--- src/rtl/wdt_pkg.sv ---
// Shared types and constants of the watchdog timer register block.
`default_nettype none
package wdt_pkg;

	localparam int TIME_W = 24;
	localparam int ACC_W = 17;
	localparam int CFG_ADDR_W = 4;

	// Item commands
	localparam logic [1:0] CMD_READ = 2'd0;
	localparam logic [1:0] CMD_WRITE = 2'd1;
	localparam logic [1:0] CMD_ADVANCE = 2'd2;

	// Reset causes
	localparam logic [1:0] CAUSE_NONE = 2'd0;
	localparam logic [1:0] CAUSE_TIMER = 2'd1;
	localparam logic [1:0] CAUSE_FORCE = 2'd2;

	// Register window offsets
	localparam logic [11:0] OFS_CTRL = 12'h000;
	localparam logic [11:0] OFS_LOAD = 12'h004;
	localparam logic [11:0] OFS_REASON = 12'h008;
	localparam logic [11:0] OFS_SCRATCH = 12'h00C;
	localparam logic [11:0] OFS_TICK = 12'h02C;

	localparam int CTRL_ENABLE_BIT = 30;
	localparam int CTRL_TRIGGER_BIT = 31;
	localparam logic [31:0] TICK_RUNNING = 32'h0000_0400;
	localparam logic [ACC_W-1:0] ACC_MAX = 17'h1FFFF;
	localparam logic [TIME_W-1:0] TICK_STEP = 24'd2;

	// Configuration register indexes
	localparam logic [1:0] REG_CYCLES_PER_US = 2'd0;
	localparam logic [1:0] REG_CORE1_SEL = 2'd1;
	localparam logic [1:0] REG_PERIPH_SEL = 2'd2;

	localparam logic [7:0] CYCLES_PER_US_RESET = 8'd125;

	typedef enum logic {
		ST_IDLE,
		ST_TICK
	} wdt_state_t;

	typedef struct packed {
		logic [1:0]  cmd;
		logic [11:0] offset;
		logic [31:0] write_data;
		logic [15:0] cycle_count;
	} wdt_req_t;

	typedef struct packed {
		logic [31:0] read_data;
		logic        reset_fired;
		logic [1:0]  reset_cause;
		logic        reset_core1;
		logic [31:0] peripheral_reset_mask;
	} wdt_rsp_t;

endpackage
`default_nettype wire

--- src/rtl/wdt_stream_if.sv ---
// Valid/ready stream interface used for the request and response channels.
`default_nettype none
interface wdt_stream_if #(parameter type payload_t = logic) ();
	logic     valid;
	logic     ready;
	payload_t data;

	modport source(output valid, output data, input ready);
	modport sink(input valid, input data, output ready);
endinterface
`default_nettype wire

--- src/rtl/watchdog_timer_registers.sv ---
// Watchdog timer peripheral: register window, tick sequencer and response register.
// Each request transaction is a bus read, a bus write or an advance by a batch of system
// cycles, and produces exactly one response transaction. A read or write is registered
// and its response is presented in the cycle after it is taken. An advance on an enabled
// timer first adds the batch to the saturating cycle accumulator, then takes watchdog ticks
// in turn in a single shared subtractor that removes cycles_per_microsecond from the
// accumulator while the countdown drops by two, until no tick is left or the timer fires.
// The request channel is not ready while an advance is ticking.
`default_nettype none
module watchdog_timer_registers
	import wdt_pkg::*;
#(
	parameter int SCRATCH_COUNT = 8
) (
	input  logic                  clk,
	input  logic                  arst_n,
	wdt_stream_if.sink            req,
	wdt_stream_if.source          rsp,
	input  logic                  psel,
	input  logic                  penable,
	input  logic                  pwrite,
	input  logic [CFG_ADDR_W-1:0] paddr,
	input  logic [31:0]           pwdata,
	output logic [31:0]           prdata,
	output logic                  pready
);

	localparam int SLOT_W = (SCRATCH_COUNT > 1) ? $clog2(SCRATCH_COUNT) : 1;
	localparam logic [12:0] SCRATCH_END = 13'(OFS_SCRATCH + 4 * SCRATCH_COUNT);

	// Configuration registers
	logic [7:0]  cycles_per_us_q;
	logic        core1_sel_q;
	logic [31:0] periph_sel_q;

	// Peripheral state
	logic [31:0]       control_q;
	logic [TIME_W-1:0] load_q;
	logic [TIME_W-1:0] count_q;
	logic              enabled_q;
	logic [1:0]        reason_q;
	logic [ACC_W-1:0]  acc_q;
	logic [31:0]       scratch_q [SCRATCH_COUNT];
	logic [31:0]       tick_q;

	wdt_state_t state_q, state_d;
	wdt_rsp_t   rsp_q;
	logic       rsp_valid_q;

	wdt_req_t    req_data;
	logic        accept;
	logic        start_adv;
	logic        tick_step;
	logic        fire_timer;
	logic        adv_done;
	logic [7:0]  per;
	logic [ACC_W:0] acc_sum;
	logic [ACC_W-1:0] acc_sat;
	logic [ACC_W:0] acc_diff;
	logic        tick_due;
	logic        count_low;
	logic [11:0] slot_ofs;
	logic [SLOT_W-1:0] slot;
	logic        in_scratch;
	logic [31:0] bus_rdata;
	logic        force_fire;
	wdt_rsp_t    imm_rsp;
	wdt_rsp_t    adv_rsp;
	logic        cfg_wr;

	assign req_data = req.data;
	assign req.ready = (state_q == ST_IDLE) && (!rsp_valid_q || rsp.ready);
	assign accept = req.valid && req.ready;
	assign rsp.valid = rsp_valid_q;
	assign rsp.data = rsp_q;

	// A programmed value of zero behaves as a value of one.
	assign per = (cycles_per_us_q == 8'd0) ? 8'd1 : cycles_per_us_q;
	assign acc_sum = {1'b0, acc_q} + {2'b00, req_data.cycle_count};
	assign acc_sat = acc_sum[ACC_W] ? ACC_MAX : acc_sum[ACC_W-1:0];

	// Shared tick unit: one subtraction of the tick period from the accumulator.
	assign acc_diff = {1'b0, acc_q} - {{(ACC_W - 7){1'b0}}, per};
	assign tick_due = !acc_diff[ACC_W];
	assign count_low = (count_q <= TICK_STEP);

	assign slot_ofs = req_data.offset - OFS_SCRATCH;
	assign slot = slot_ofs[SLOT_W+1:2];
	assign in_scratch = (req_data.offset >= OFS_SCRATCH) &&
		({1'b0, req_data.offset} < SCRATCH_END);

	always_comb begin
		bus_rdata = '0;
		if (req_data.offset == OFS_CTRL) begin
			bus_rdata = {control_q[31], control_q[CTRL_ENABLE_BIT] | enabled_q,
				control_q[29:24], count_q};
		end else if (req_data.offset == OFS_LOAD) begin
			bus_rdata = {8'd0, load_q};
		end else if (req_data.offset == OFS_REASON) begin
			bus_rdata = {30'd0, reason_q};
		end else if (req_data.offset == OFS_TICK) begin
			bus_rdata = tick_q | TICK_RUNNING;
		end else if (in_scratch) begin
			bus_rdata = scratch_q[slot];
		end
	end

	assign force_fire = (req_data.cmd == CMD_WRITE) && (req_data.offset == OFS_CTRL) &&
		req_data.write_data[CTRL_TRIGGER_BIT];

	always_comb begin
		imm_rsp = '0;
		if (req_data.cmd == CMD_READ) begin
			imm_rsp.read_data = bus_rdata;
		end
		if (force_fire) begin
			imm_rsp.reset_fired = 1'b1;
			imm_rsp.reset_cause = CAUSE_FORCE;
			imm_rsp.reset_core1 = core1_sel_q;
			imm_rsp.peripheral_reset_mask = periph_sel_q;
		end
	end

	always_comb begin
		adv_rsp = '0;
		adv_rsp.reset_cause = CAUSE_NONE;
		if (fire_timer) begin
			adv_rsp.reset_fired = 1'b1;
			adv_rsp.reset_cause = CAUSE_TIMER;
			adv_rsp.reset_core1 = core1_sel_q;
			adv_rsp.peripheral_reset_mask = periph_sel_q;
		end
	end

	// Sequencer
	always_ff @(posedge clk or negedge arst_n) begin
		if (!arst_n) begin
			state_q <= ST_IDLE;
		end else begin
			state_q <= state_d;
		end
	end

	always_comb begin
		state_d = state_q;
		start_adv = 1'b0;
		tick_step = 1'b0;
		fire_timer = 1'b0;
		adv_done = 1'b0;
		unique case (state_q)
			ST_IDLE: begin
				if (accept && (req_data.cmd == CMD_ADVANCE) && enabled_q) begin
					start_adv = 1'b1;
					state_d = ST_TICK;
				end
			end
			ST_TICK: begin
				if (tick_due) begin
					if (count_low) begin
						fire_timer = 1'b1;
						adv_done = 1'b1;
						state_d = ST_IDLE;
					end else begin
						tick_step = 1'b1;
					end
				end else begin
					adv_done = 1'b1;
					state_d = ST_IDLE;
				end
			end
			default: begin
				state_d = ST_IDLE;
			end
		endcase
	end

	// Peripheral state updates
	always_ff @(posedge clk or negedge arst_n) begin
		if (!arst_n) begin
			control_q <= '0;
			load_q <= '0;
			count_q <= '0;
			enabled_q <= 1'b0;
			reason_q <= CAUSE_NONE;
			acc_q <= '0;
			tick_q <= '0;
			for (int i = 0; i < SCRATCH_COUNT; i++) begin
				scratch_q[i] <= '0;
			end
		end else begin
			if (accept && (req_data.cmd == CMD_WRITE)) begin
				if (req_data.offset == OFS_CTRL) begin
					control_q <= req_data.write_data;
					enabled_q <= req_data.write_data[CTRL_ENABLE_BIT] &&
						!req_data.write_data[CTRL_TRIGGER_BIT];
					if (req_data.write_data[CTRL_TRIGGER_BIT]) begin
						reason_q <= CAUSE_FORCE;
						count_q <= '0;
					end
				end else if (req_data.offset == OFS_LOAD) begin
					load_q <= req_data.write_data[TIME_W-1:0];
					count_q <= req_data.write_data[TIME_W-1:0];
				end else if (req_data.offset == OFS_TICK) begin
					tick_q <= req_data.write_data;
				end else if (in_scratch) begin
					scratch_q[slot] <= req_data.write_data;
				end
			end
			if (start_adv) begin
				acc_q <= acc_sat;
			end
			if (tick_step) begin
				count_q <= count_q - TICK_STEP;
				acc_q <= acc_diff[ACC_W-1:0];
			end
			if (fire_timer) begin
				acc_q <= acc_diff[ACC_W-1:0];
				count_q <= '0;
				enabled_q <= 1'b0;
				reason_q <= CAUSE_TIMER;
			end
		end
	end

	// Response register
	always_ff @(posedge clk or negedge arst_n) begin
		if (!arst_n) begin
			rsp_valid_q <= 1'b0;
		end else begin
			if ((accept && !start_adv) || adv_done) begin
				rsp_valid_q <= 1'b1;
			end else if (rsp.ready) begin
				rsp_valid_q <= 1'b0;
			end
		end
	end

	always_ff @(posedge clk) begin
		if (accept && !start_adv) begin
			rsp_q <= imm_rsp;
		end else if (adv_done) begin
			rsp_q <= adv_rsp;
		end
	end

	// Configuration port
	assign pready = 1'b1;
	assign cfg_wr = psel && penable && pwrite;

	always_ff @(posedge clk or negedge arst_n) begin
		if (!arst_n) begin
			cycles_per_us_q <= CYCLES_PER_US_RESET;
			core1_sel_q <= 1'b0;
			periph_sel_q <= '0;
		end else if (cfg_wr) begin
			unique case (paddr[3:2])
				REG_CYCLES_PER_US: cycles_per_us_q <= pwdata[7:0];
				REG_CORE1_SEL:     core1_sel_q <= pwdata[0];
				REG_PERIPH_SEL:    periph_sel_q <= pwdata;
				default: begin
				end
			endcase
		end
	end

	always_comb begin
		unique case (paddr[3:2])
			REG_CYCLES_PER_US: prdata = {24'd0, cycles_per_us_q};
			REG_CORE1_SEL:     prdata = {31'd0, core1_sel_q};
			REG_PERIPH_SEL:    prdata = periph_sel_q;
			default:           prdata = '0;
		endcase
	end

endmodule
`default_nettype wire

--- src/flat_wrapper.sv ---
// flat-port wrapper written by rule: the top's interface ports become plain ports
module watchdog_timer_registers_flat import wdt_pkg::*;
#(
	parameter int SCRATCH_COUNT = 8
)
  (clk, arst_n, psel, penable, pwrite, paddr, pwdata, prdata, pready, req_valid, req_data, req_ready, rsp_valid, rsp_data, rsp_ready);
  wdt_stream_if req_i ();
  wdt_stream_if rsp_i ();
  input  logic clk;
  input  logic arst_n;
  input  logic psel;
  input  logic penable;
  input  logic pwrite;
  input  logic [CFG_ADDR_W-1:0] paddr;
  input  logic [31:0] pwdata;
  output logic [31:0] prdata;
  output logic pready;
  input wire logic [$bits(req_i.valid)-1:0] req_valid;
  input wire logic [$bits(req_i.data)-1:0] req_data;
  output wire logic [$bits(req_i.ready)-1:0] req_ready;
  output wire logic [$bits(rsp_i.valid)-1:0] rsp_valid;
  output wire logic [$bits(rsp_i.data)-1:0] rsp_data;
  input wire logic [$bits(rsp_i.ready)-1:0] rsp_ready;
  assign req_i.valid = req_valid;
  assign req_i.data = req_data;
  assign req_ready = req_i.ready;
  assign rsp_valid = rsp_i.valid;
  assign rsp_data = rsp_i.data;
  assign rsp_i.ready = rsp_ready;
  watchdog_timer_registers #(.SCRATCH_COUNT(SCRATCH_COUNT)) u_core (.clk(clk), .arst_n(arst_n), .req(req_i), .rsp(rsp_i), .psel(psel), .penable(penable), .pwrite(pwrite), .paddr(paddr), .pwdata(pwdata), .prdata(prdata), .pready(pready));
endmodule
--- config.mk ---
export PLATFORM = sky130hd
export DESIGN_NAME = watchdog_timer_registers_flat
export DESIGN_NICKNAME = d
export VERILOG_FILES = /design/src/rtl/wdt_pkg.sv /design/src/rtl/wdt_stream_if.sv /design/src/rtl/watchdog_timer_registers.sv /design/src/flat_wrapper.sv
export SDC_FILE = /design/constraint.sdc
export NUM_CORES = 1
export LEC_CHECK = 0
export ABC_AREA = 1
export ABC_CLOCK_PERIOD_IN_PS = 2600
export BUFFER_PORTS_ARGS = -buffer_cell sky130_fd_sc_hd__buf_2
export CAP_MARGIN = 15
export CORE_UTILIZATION = 56
export CTS_CLUSTER_DIAMETER = 150
export DETAILED_ROUTE_END_ITERATION = 8
export PLACE_DENSITY = 0.91
export SLEW_MARGIN = 20
export SYNTH_ARGS = -nofsm -noshare
export SYNTH_HDL_FRONTEND = slang
export SYNTH_SLANG_ARGS = --single-unit
--- constraint.sdc ---
create_clock -name clk -period 2.6 [get_ports clk]
set_input_delay 0.52 -clock clk [delete_from_list [all_inputs] [get_ports clk]]
set_output_delay 0.52 -clock clk [all_outputs]
set_load 0.05 [all_outputs]
=== Word level (Yosys, flattened, before mapping) ===
Index checks and enable logic that the tools add are counted.

* Memories: 0
* Memory bits (read-only): 0
* Latch bits: 0
* Memory bits (writable): 0
* Register bits after elaboration: 85

* Shift operators: 0
* Reduce and logical (&&, ||, !) cells: 14
* $mul: 0
* Bitwise logic cells: 1
* Add/subtract/negate cells: 2
* Mux-type cells: 18
* Div/mod/pow operators: 0
* Equality and inequality tests: 2
* Order comparisons: 1

{| class="wikitable"
|+ Operators by type and width
! operator !! number
|-
| $pmux 32 s3 || 1
|-
| $mux 24 || 2
|-
| $mux 17 || 2
|-
| $le 24x2->1 const B || 1
|-
| $sub 24x2->24 const B || 1
|-
| $sub 17x8->18 || 1
|-
| $mux 1 || 11
|-
| $logic_not 8->1 || 1
|-
| $mux 8 || 1
|-
| $reduce_and 2->1 || 3
|-
| $logic_and 1x1->1 || 4
|-
| $reduce_bool 2->1 || 2
|-
| $eq 2x1->1 const B || 1
|-
| $eq 2x2->1 const B || 1
|-
| $logic_not 2->1 || 1
|-
| $logic_or 1x1->1 || 2
|-
| $pmux 1 s2 || 1
|-
| $logic_not 1->1 || 1
|-
| $not 1->1 || 1
|}

=== Logic depth before layout (Yosys ltp) ===
Gate-level depths: netlist (run 1).

* Depth in word-level cells: 7
* Gate-level depth with buffers: 14

=== Least setup slack after synthesis (run 1) ===
No wires, ideal clock.

* Kind: input-to-output
* Start: input port paddr[3]
* End: output port prdata[1]
* Slack: 211 ps
* Stages on the path: 3
* Arrival: 1,869 ps
* Data required time: 2,080 ps
* Path buffers: 0
* Path through: nor2_1 > inv_1 > o21ai_0

* Cells in the longest elaborated chain, start to end: 2
* Elaborated cells between the ends (all ways): 4

{| class="wikitable"
|+ Ends and longest elaborated chain
! item !! line !! RTL
|-
| start: declaration || flat_wrapper.sv:14 || <nowiki>input logic [CFG_ADDR_W-1:0] paddr;</nowiki>
|-
| $eq 2x2->1, or another cell as far along || watchdog_timer_registers.sv:267 || <nowiki>unique case (paddr[3:2])</nowiki>
|-
| $pmux 32 s3 * || watchdog_timer_registers.sv:267 ||
|-
| end: declaration || flat_wrapper.sv:16 || <nowiki>output logic [31:0] prdata;</nowiki>
|}

Every way passes the cells marked *; elsewhere a longest branch is shown, timed or not.

=== Worst setup path after layout (run 1) ===
* Start: register u_core.cycles_per_us_q[3]
* End: register u_core.acc_q[8]

* Cells in the longest elaborated chain, start to end: 6
* Elaborated cells between the ends (all ways): 10

{| class="wikitable"
|+ Ends and longest elaborated chain
! item !! line !! RTL
|-
| start: declaration || watchdog_timer_registers.sv:32 || <nowiki>logic [7:0] cycles_per_us_q;</nowiki>
|-
| start signal: assignment || watchdog_timer_registers.sv:257 || <nowiki>REG_CYCLES_PER_US: cycles_per_us_q <= pwdata[7:0];</nowiki>
|-
| $logic_not 8->1 || watchdog_timer_registers.sv:78 || <nowiki>assign per = (cycles_per_us_q == 8'd0) ? 8'd1 : cycles_per_us_q;</nowiki>
|-
| $mux 8 * || watchdog_timer_registers.sv:78 ||
|-
| $sub 17x8->18 * || watchdog_timer_registers.sv:83 || <nowiki>assign acc_diff = {1'b0, acc_q} - {{(ACC_W - 7){1'b0}}, per};</nowiki>
|-
| $mux 1 || watchdog_timer_registers.sv:158 || <nowiki>if (tick_due) begin</nowiki>
|-
| $mux 1 || watchdog_timer_registers.sv:150 || <nowiki>unique case (state_q)</nowiki>
|-
| $mux 17 or $reduce_bool 2->1 (tied branches) || -- ||
|-
| end signal: assignment || watchdog_timer_registers.sv:210 || <nowiki>acc_q <= acc_sat;</nowiki>
|-
| end signal: assignment || watchdog_timer_registers.sv:214 || <nowiki>acc_q <= acc_diff[ACC_W-1:0];</nowiki>
|-
| end signal: assignment || watchdog_timer_registers.sv:217 || <nowiki>acc_q <= acc_diff[ACC_W-1:0];</nowiki>
|-
| end: declaration || watchdog_timer_registers.sv:42 || <nowiki>logic [ACC_W-1:0] acc_q;</nowiki>
|}

Every way passes the cells marked *; elsewhere a longest branch is shown, timed or not. The select of a mux whose other input is x is not followed.
A chain may end at the register's enable or synchronous reset.

==> flow_summary.toml, run 1 <==
[setup_path]
crit_cells = 12
crit_chain = "nor4_1, a41o_1, ha_1, fa_1, inv_2, nand3_1, nand2_1, nand2_1, and2_1, xor2_1, nand2_1, o21ai_0"
slowest_delay_ps = 570
path_common_cell = "nand2_1"
end_kind = "flip-flop"
crit_family = "adder cells"
crit_slowest_cell = "dfstp_2"
start_kind = "flip-flop"
worst-path-max-fanout = 3
worstRegToRegCells = 12
critPathBufInv = 1
arrival_ps = 2710
required_ps = 2830
criticalPathCategory = "flip-flop to flip-flop"

[synthesis]
synth-edff-count = 0
synth_area_per_cell_um2 = 7.52
synth_nets = 670
synth_seq_cells = 84
ys.flop_type = "dfrtp_1"
syn_area_mm2 = 0.00463
ys_types = 36
async_flop_share = 0.988
ys_warn_count = 0
synth_cells = 616
ys_seq_area_frac = 0.454

[drt]
vias = 4373
ant_nets = 0
first_pass_iters = 6
highest_layer = "met4"
drt_iter0_drc = 420
drc_errors = 0
wl_met1_mm = 4.62
via_per_inst = 5.49
dr_wl_met3_um = 786
routed_wirelength_mm = 11.1
wl_met2_mm = 5.37
wl_per_cell_um = 13.9

[floorplan]
dieArea_mm2 = 0.00864
rows = 32
ios = 80
die_w_um = 92.9
start_util = 0.590
core_area_mm2 = 0.00785
die_h_um = 92.9

[timing]
finalCritPeriodShare = 0.951
finalSetupTns_ps = 0
finClkSkew_ps = 6.18
slew_headroom = 0.524
worstMarginPinSlew_ps = 714
max_freq_ghz = 0.404
rsz0062_at_grt = "no"
hold_viol_final = 0
fin_hold_ws_ps = 101
setup_viol = 0
slew_viol_final = 0
finalCriticalPeriod_ps = 2470

[clock_network]
root_buffer = "clkbuf_8"
cts_hold_buffers = 0
worstSkewPairLatency_ps = 360
htree_levels = 3
numCtsBuffers = 9
clk_pin_slew_ps = 90
clock_sinks = 84
clk_path_buf_depth = 2
tritoncts = "yes"

[finish]
fillCellCount = 603
multi_input_area_mm2 = 0.00210
final_nets = 743
syn_to_final_growth_pct = 14.6
drive_above_1_share = 0.167
final_common_cell = "nand2_1"
seqCellArea_mm2 = 0.00210
antenna_cells = 0
final_cell_mix = "nand2_1 (138), nor2_1 (99), inv_1 (85)"

[grt]
overflow = 0
grt_pass1_vias = 4183
track_usage = 0.276
grt_pass1_wl_mm = 18.8
antenna_found_initial = 0
grt_max_degree = 53

[place]
dp.final_hpwl_mm = 7.83
gp_congestion = 0.920
portBuffers = 75

[min_path]
min_path_type = "primary input to asynchronous set/reset pin"

[pwr]
ir_drop_mv = 0.425
leakagePower_nw = 3.14
p_per_area_mw_per_mm2 = 622

[flow_run]
drv_cap = 0

[outcome]
status = "finished clean"
## layout make-up
class,instances,area share
Inverter,88,0.0622
Timing Repair Buffer,80,0.0830
Multi-Input combinational cell,426,0.395
Clock inverter,6,0.0132
Sequential cell,84,0.396
Tap cell,102,0.0240
Clock buffer,10,0.0259
## worst reg2reg max path, cell delays in order (launching register included)
cell,delay (ps)
dfstp_2,570
nor4_1,60
a41o_1,240
ha_1,220
fa_1,420
inv_2,100
nand3_1,80
nand2_1,140
nand2_1,60
and2_1,180
xor2_1,140
nand2_1,50
o21ai_0,80
## flip-flops by register name, summed over array words and instances (netlist names)
name and flops:
u_core.count_q 23, u_core.state_q 1, u_core.periph_sel_q 32, u_core.rsp.data 1, u_core.acc_q 17, u_core.rsp.valid 1
u_core.core1_sel_q 1, u_core.cycles_per_us_q 8
## layer usage
metal / global-route usage / up-vias
met3: 0.0525 / 34
met4: 0.114 / 0
met5: 0 / -
met2: 0.457 / 211
li1: - / 2079
met1: 0.356 / 2049
## synthesized netlist by cell type, types with 4 or more instances
cell type,instances,area share
dfrtp_1,77,0.42
clkbuf_1,10,0.0081
nand3_1,28,0.030
nor2_1,99,0.080
xor2_1,21,0.040
inv_1,86,0.070
nor2_2,4,0.0054
o21ai_0,36,0.039
nor3_1,6,0.0065
o22ai_1,8,0.011
nand2_1,139,0.11
ha_1,9,0.024
nand4_1,4,0.0054
dfstp_2,6,0.034
o21ai_1,20,0.022
a21oi_1,29,0.031
xnor2_1,5,0.0095
## cells by family (layout without fill, tap and decap cells)
| family | count (synthesis) | after routing | synth area share |
|---|---|---|---|
| buffers and inverters | 106 | 184 | 0.0932 |
| xor gates and xnor gates | 26 | 26 | 0.0492 |
| DFF | 84 | 84 | 0.454 |
| other | 1 | 1 | 0.000810 |
| AOI/OAI and AO/OA | 97 | 97 | 0.110 |
| adders and majority gates | 10 | 10 | 0.0286 |
| and+or+nand+nor | 292 | 292 | 0.264 |
## stage by stage
step                       util  total power (W)  cell area (µm²)  setup WS [ps]  cells
after global placement    0.650          0.00227             5100            245    780
after global routing      0.676          0.00345             5310           19.7    796
after CTS                 0.676          0.00329             5310            101    796
final                     0.676          0.00330             5310            127    796
after detailed placement  0.650          0.00231             5100            180    780
after floorplan               -          0.00211             4630            211    616
## worst paths after layout
kind / start / slack (ps) / endpoint
max: u_core.cycles_per_us_q[3]$_DFFE_PN1P_ / 130 / u_core.acc_q[8]$_DFFE_PN0P_
min: arst_n / 100 / u_core.count_q[12]$_DFFE_PN0P_
max reg2reg: u_core.cycles_per_us_q[3]$_DFFE_PN1P_ / 130 / u_core.acc_q[8]$_DFFE_PN0P_
min reg2reg: u_core.count_q[1]$_DFFE_PN0P_ / 480 / u_core.count_q[1]$_DFFE_PN0P_
max in group asynchronous: arst_n / 1840 / u_core.cycles_per_us_q[0]$_DFFE_PN1P_
min in group clk: pwdata[5] / 380 / u_core.cycles_per_us_q[5]$_DFFE_PN1P_
## where the power goes
group | switching, W | internal [W]
sequential | 0.0000635 | 0.00145
combinational | 0.000553 | 0.000244
clock | 0.000512 | 0.000478
total | 0.00113 | 0.00217
## repair_timing
| action | in CTS | in global routing |
|---|---|---|
| setup endpoints to repair | 0 | 2 |
| gates resized for setup | 0 | 1 |
| setup buffers | 0 | 0 |
Power figures use the tool's default switching activity.
==> run 2, diff against run 1 <==
--- a/config.mk
+++ b/config.mk
@@ -5,7 +5,6 @@
 export SDC_FILE = /design/constraint.sdc
 export NUM_CORES = 1
 export LEC_CHECK = 0
-export ABC_AREA = 1
 export ABC_CLOCK_PERIOD_IN_PS = 2600
 export BUFFER_PORTS_ARGS = -buffer_cell sky130_fd_sc_hd__buf_2
 export CAP_MARGIN = 15
==> flow_summary.toml, run 2 <==
[finish]
final_common_cell = "dfrtp_1"
syn_to_final_growth_pct = 21.0
final_cell_mix = "dfrtp_1 (77), buf_2 (74), mux2_2 (39)"
fillCellCount = 518
reg_top3 = "u_core.periph_sel_q x32, u_core.count_q x23, u_core.acc_q x17"
largest_reg_flops = 32
final_util = 0.709
top_register = "u_core.periph_sel_q"
drive_above_1_share = 0.372
antenna_cells = 0
final_nets = 562

[grt]
overflow = 0
grt_max_degree = 47
grt_pass1_wl_mm = 15.6
track_usage = 0.261
grt_pass1_vias = 3424
antenna_found_initial = 0

[clock_network]
htree_levels = 3
numCtsBuffers = 9
clk_path_buf_depth = 2
clk_pin_slew_ps = 80
tritoncts = "yes"
clock_sinks = 84
cts_hold_buffers = 0
root_buffer = "clkbuf_8"
worstSkewPairLatency_ps = 360

[synthesis]
ys_warn_count = 0
synth_cells = 416
synth_seq_cells = 84
ys.flop_type = "dfrtp_1"
synth_top_area_share = 0.448
syn_area_mm2 = 0.00430
yosys.area.top_type = "dfrtp_1"
synth_area_per_cell_um2 = 10.3
synth-edff-count = 0
async_flop_share = 0.988
ys_top_cells_by_area = "dfrtp_1 (45%), mux2_2 (10%), dfstp_2 (3.7%)"
synthTopCellsByCount = "dfrtp_1 (77), mux2_2 (40), nor2_1 (38), nand2_1 (27), o21ai_0 (26)"
yosysMostFrequentCell = "dfrtp_1"
synth_nets = 470
ys_seq_area_frac = 0.490
ys_types = 51

[outcome]
status = "finished clean"

[timing]
setup_viol = 0
finalCritPeriodShare = 0.972
slew_viol_final = 0
rsz0062_at_grt = "yes"
hold_viol_final = 0
finalCriticalPeriod_ps = 2530
finClkSkew_ps = 12.0
max_freq_ghz = 0.396
slew_headroom = 0.608
worstMarginPinSlew_ps = 589

[setup_path]
critPathCapture = "u_core.count_q[6]$_DFFE_PN0P_"
worst-path-max-fanout = 3
start_kind = "flip-flop"
crit_chain = "inv_1, a41o_1, ha_2, nor2b_2, o2111ai_2, a21oi_2, o21ai_2, or4_4, mux2_4"
arrival_ps = 2770
end_kind = "flip-flop"
crit_slowest_cell = "dfstp_2"
criticalPathCategory = "flip-flop to flip-flop"
worstReg2RegEnd = "u_core.count_q[6]$_DFFE_PN0P_"
worstRegToRegCells = 9
r2r_slack_ps = 70
slowest_delay_ps = 540
reg2reg_from = "u_core.cycles_per_us_q[2]$_DFFE_PN1P_"
crit_start = "u_core.cycles_per_us_q[2]$_DFFE_PN1P_"
required_ps = 2840

[place]
portBuffers = 75
dp.final_hpwl_mm = 7.12
gp_congestion = 0.826

[drt]
drc_errors = 0
ant_nets = 0
drt_iter0_drc = 206
via_per_inst = 5.74
routed_wirelength_mm = 10.1
wl_per_cell_um = 16.5
first_pass_iters = 4
vias = 3513

[floorplan]
die_h_um = 89.6
rows = 31
dieArea_mm2 = 0.00803
core_area_mm2 = 0.00733
ios = 80
start_util = 0.586
die_w_um = 89.6

[pwr]
power_w = 0.00313
ir_drop_mv = 0.289
leakagePower_nw = 2.58
p_per_area_mw_per_mm2 = 603

[flow_run]
drv_cap = 0

[min_path]
min_path_type = "primary input to asynchronous set/reset pin"
run 2: cell types whose count changed after synthesis, moves of 22 or more:
cell | before | now
nand2_1 | 139 | 27
inv_1 | 86 | 14
nor2_1 | 99 | 38
mux2_2 | 0 | 40
and2_1 | 2 | 25
a21oi_1 | 29 | 7
run 2: how the worst min path moves through the flow:
stage,from,end,slack (ps),depth (start not counted)
floorplan,arst_n,u_core.acc_q[0]$_DFFE_PN0P_,220,0
global placement,u_core.acc_q[16]$_DFFE_PN0P_,u_core.acc_q[16]$_DFFE_PN0P_,460,1
detailed placement,u_core.acc_q[16]$_DFFE_PN0P_,u_core.acc_q[16]$_DFFE_PN0P_,470,1
CTS,arst_n,u_core.periph_sel_q[1]$_DFFE_PN0P_,180,1
global route,arst_n,u_core.periph_sel_q[1]$_DFFE_PN0P_,200,1
finish,arst_n,u_core.periph_sel_q[1]$_DFFE_PN0P_,160,1
run 2: stage by stage:
stage,hold WS [ps],cell area [µm²],setup TNS (ps),cells,setup slack [ps]
after floorplan,224,4300,0,416,68.5
after global placement,464,4910,-4.41,595,-4.41
after detailed placement,473,4910,-192,595,-56.8
after CTS,178,5110,0,611,6.26
after global routing,201,5200,-336,612,-40.1
final,158,5200,0,612,73.5
run 2: layout make-up:
| cell class | count | area, µm² | area share |
|---|---|---|---|
| tap | 99 | 124 | 0.0238 |
| inverter | 14 | 52.6 | 0.0101 |
| multi-input combinational | 299 | 2160 | 0.416 |
| clock inverter | 6 | 40.0 | 0.00770 |
| clock buffer | 10 | 138 | 0.0265 |
| timing repair buffer | 100 | 578 | 0.111 |
| sequential | 84 | 2100 | 0.405 |
run 2: metal layers:
metal  track usage  vias up  routed length [µm]
met5             0        -                   0
met4         0.133        0                 267
met3        0.0576       26                 695
met2         0.439      145                5010
met1         0.317     1695                4150
li1              -     1647                   -
run 2: cell families (layout without fill, tap and decap cells):
logic type	after synthesis	count (layout)	share of synthesized area
compound gates	78	78	0.111
other cells	1	1	0.000873
mux	49	49	0.127
fa+ha+maj	10	10	0.0309
buf+inv	33	130	0.0326
simple gates	150	150	0.186
flops	84	84	0.490
xor+xnor	11	11	0.0224
run 2: repair_timing:
| action | in CTS | in global routing |
|---|---|---|
| pin swaps | 4 | 6 |
| setup buffers | 0 | 1 |
| resized for setup | 3 | 16 |
| setup endpoints to repair | 9 | 26 |
run 2: power by group:
| group | internal, W | leakage (nW) | switching, W | total, W |
|---|---|---|---|---|
| Clock | 0.000371 | 0.0920 | 0.000471 | 0.000842 |
| Combinational | 0.000295 | 1.40 | 0.000437 | 0.000732 |
| Sequential | 0.00147 | 1.08 | 0.0000876 | 0.00156 |
run 2: worst max-delay path: cells and delay by family (launching register included):
kind | cells | cell delay (ps)
flip-flops | 1 | 540
buffers and inverters | 1 | 50
AND/OR/NAND/NOR | 2 | 570
multiplexers | 1 | 320
adder cells (fa/ha/maj) | 1 | 190
AO/OA/AOI/OAI | 4 | 740
==> run 3, diff against run 2 <==
--- a/config.mk
+++ b/config.mk
@@ -8,10 +8,11 @@
 export ABC_CLOCK_PERIOD_IN_PS = 2600
 export BUFFER_PORTS_ARGS = -buffer_cell sky130_fd_sc_hd__buf_2
 export CAP_MARGIN = 15
-export CORE_UTILIZATION = 56
+export CORE_UTILIZATION = 58
+export CTS_BUF_LIST = sky130_fd_sc_hd__clkbuf_8
 export CTS_CLUSTER_DIAMETER = 150
 export DETAILED_ROUTE_END_ITERATION = 8
-export PLACE_DENSITY = 0.91
+export PLACE_DENSITY = 0.94
 export SLEW_MARGIN = 20
 export SYNTH_ARGS = -nofsm -noshare
 export SYNTH_HDL_FRONTEND = slang
==> constraint.sdc (replaced) <==
create_clock -name clk -period 2.6 [get_ports clk]
set_input_delay 0.52 -clock clk [delete_from_list [all_inputs] [get_ports clk]]
set_output_delay 0.52 -clock clk [all_outputs]
set_load 0.005 [all_outputs]
==> flow_summary.toml, run 3 (synthesized netlist as in run 2, its figures left out) <==
[outcome]
status = "finished, violations left"
violations = "setup timing"

[pwr]
switching_share = 0.276
power.share.clock = 0.309
seqPwrFrac = 0.503
power_w = 0.00312
ir_drop_mv = 0.287
switching_power_w = 0.000861
intPower_w = 0.00226
leakagePower_nw = 2.62
p_comb_frac = 0.187
p_per_area_mw_per_mm2 = 591

[timing]
finalCriticalPeriod_ps = 2610
worst_slack_ps = -12.6
slew_headroom = 0.629
finalSetupTns_ps = -12.6
max_freq_ghz = 0.383
finClkSkew_ps = 12.9
hold_viol_final = 0
rsz0062_at_grt = "yes"
setup_viol = 1
finalCritPeriodShare = 1.00
worstMarginPinSlew_ps = 552
slew_viol_final = 0

[grt]
track_usage = 0.266
gr-usage-met2 = 0.461
grt_use_met3 = 0.0584
overflow = 0
grt_pass1_vias = 3481
grt_pass1_wl_mm = 15.8
use_met1 = 0.321
grt-busiest-layer = "met2"
grt_max_degree = 55
antenna_found_initial = 0

[finish]
final_common_cell = "dfrtp_1"
final_nets = 563
drive_above_1_share = 0.381
reg_top3 = "u_core.periph_sel_q x32, u_core.count_q x23, u_core.acc_q x17"
fillCellCount = 468
seqCellArea_mm2 = 0.00210
top_register = "u_core.periph_sel_q"
largest_reg_flops = 32
final_cell_mix = "dfrtp_1 (77), buf_2 (74), mux2_2 (40)"
syn_to_final_growth_pct = 23.0
antenna_cells = 0
multi_input_area_mm2 = 0.00221

[setup_path]
arrival_ps = 2870
crit_chain = "buf_4, inv_1, ha_1, buf_4, o2111ai_4, a21oi_2, o21ai_2, or4_4, mux2_4"
crit_cells = 9
criticalPathCategory = "flip-flop to flip-flop"
r2r_slack_ps = -10
slowest_delay_ps = 580
worstRegToRegCells = 9
critPathCapture = "u_core.count_q[6]$_DFFE_PN0P_"
crit_slowest_cell = "dfstp_2"
reg2reg_from = "u_core.cycles_per_us_q[3]$_DFFE_PN1P_"
crit_family = "flip-flops"
end_kind = "flip-flop"
critPathBufInv = 3
path_common_cell = "buf_4"
crit_start = "u_core.cycles_per_us_q[3]$_DFFE_PN1P_"
start_kind = "flip-flop"
required_ps = 2850
worstReg2RegEnd = "u_core.count_q[6]$_DFFE_PN0P_"
worst-path-max-fanout = 4

[place]
portBuffers = 75
dp.final_hpwl_mm = 7.00
gp_congestion = 0.842

[min_path]
min_path_type = "primary input to asynchronous set/reset pin"

[floorplan]
dieArea_mm2 = 0.00776
rows = 31
start_util = 0.596
ios = 80
die_w_um = 88.1
die_h_um = 88.1
core_area_mm2 = 0.00721

[drt]
drc_errors = 0
via_per_inst = 5.85
vias = 3584
routed_wirelength_mm = 10.3
ant_nets = 0
first_pass_iters = 5
wl_per_cell_um = 16.8
drt_iter0_drc = 172

[clock_network]
worstSkewPairLatency_ps = 360
htree_levels = 3
tritoncts = "yes"
clk_pin_slew_ps = 90
root_buffer = "clkbuf_8"
cts_hold_buffers = 0
numCtsBuffers = 9
clk_path_buf_depth = 2
clock_sinks = 84

[flow_run]
drv_cap = 0
[run 3: cell count changes in the layout (fill, tap and decap cells not counted), sizes merged]
cell / before / now
bufinv: 0 / 1
buf: 100 / 101
clkinv: 5 / 1
inv: 14 / 17
[run 3: area by class of cell]
type / instances / area share
clock buffers: 10 / 0.0260
flip-flops and latches: 84 / 0.398
well taps: 99 / 0.0234
multi-input cells: 299 / 0.418
repair buffers: 101 / 0.112
clock inverters: 6 / 0.0130
inverters: 14 / 0.00994
[run 3: worst min path at each step]
| stage | startpoint | slack [ps] | depth (start not counted) | end |
|---|---|---|---|---|
| 5_1_grt | arst_n | 100 | 1 | u_core.periph_sel_q[9]$_DFFE_PN0P_ |
| 6_report | arst_n | 70 | 1 | u_core.periph_sel_q[3]$_DFFE_PN0P_ |
| 2_1_floorplan | arst_n | 220 | 0 | u_core.acc_q[0]$_DFFE_PN0P_ |
| 3_5_place_dp | arst_n | 470 | 1 | u_core.periph_sel_q[1]$_DFFE_PN0P_ |
| 3_3_place_gp | u_core.acc_q[16]$_DFFE_PN0P_ | 460 | 1 | u_core.acc_q[16]$_DFFE_PN0P_ |
| 4_1_cts | arst_n | 80 | 1 | u_core.periph_sel_q[18]$_DFFE_PN0P_ |
[run 3: stage by stage]
stage	area, µm²	util	worst slack (ps)	instances	hold slack, ps
floorplan	4300	-	102	416	224
global placement	4900	0.679	27.1	593	461
global route	5290	0.733	-99.2	613	95.6
CTS	5140	0.712	10.6	611	76.6
finish	5290	0.733	-12.6	613	72.6
detailed placement	4900	0.679	-97.5	593	467
[run 3: worst reg2reg max path, delay by kind of cell (launching register included)]
family | cells | cell delay [ps]
flip-flops | 1 | 580
AND/OR/NAND/NOR | 1 | 510
AO/OA/AOI/OAI | 3 | 480
buffers and inverters | 3 | 330
multiplexers | 1 | 310
adder cells (fa/ha/maj) | 1 | 300
[run 3: per-layer routing]
layer  share of wire  vias up  wire length (µm)
met5               0        -                 0
met4           0.025        0               254
met3           0.057       27               585
met2            0.52      157              5320
met1            0.40     1747              4150
li1                -     1653                 -
[run 3: power by group through the flow]
| stage | logic [W] | registers [W] | clock network (W) |
|---|---|---|---|
| 3_5_place_dp | 0.000524 | 0.00158 | 0 |
| 6_report | 0.000585 | 0.00157 | 0.000966 |
| 4_1_cts | 0.000544 | 0.00156 | 0.000984 |
| 5_1_grt | 0.000649 | 0.00159 | 0.00104 |
| 3_3_place_gp | 0.000492 | 0.00156 | 0 |
| 2_1_floorplan | 0.000325 | 0.00155 | 0 |
[run 3: repair_timing]
action	CTS	global route
endpoints found under the setup margin	10	25
endpoints found under the hold margin	0	0
resized for setup	4	24
pin swaps	4	7
buffers inserted	2	2
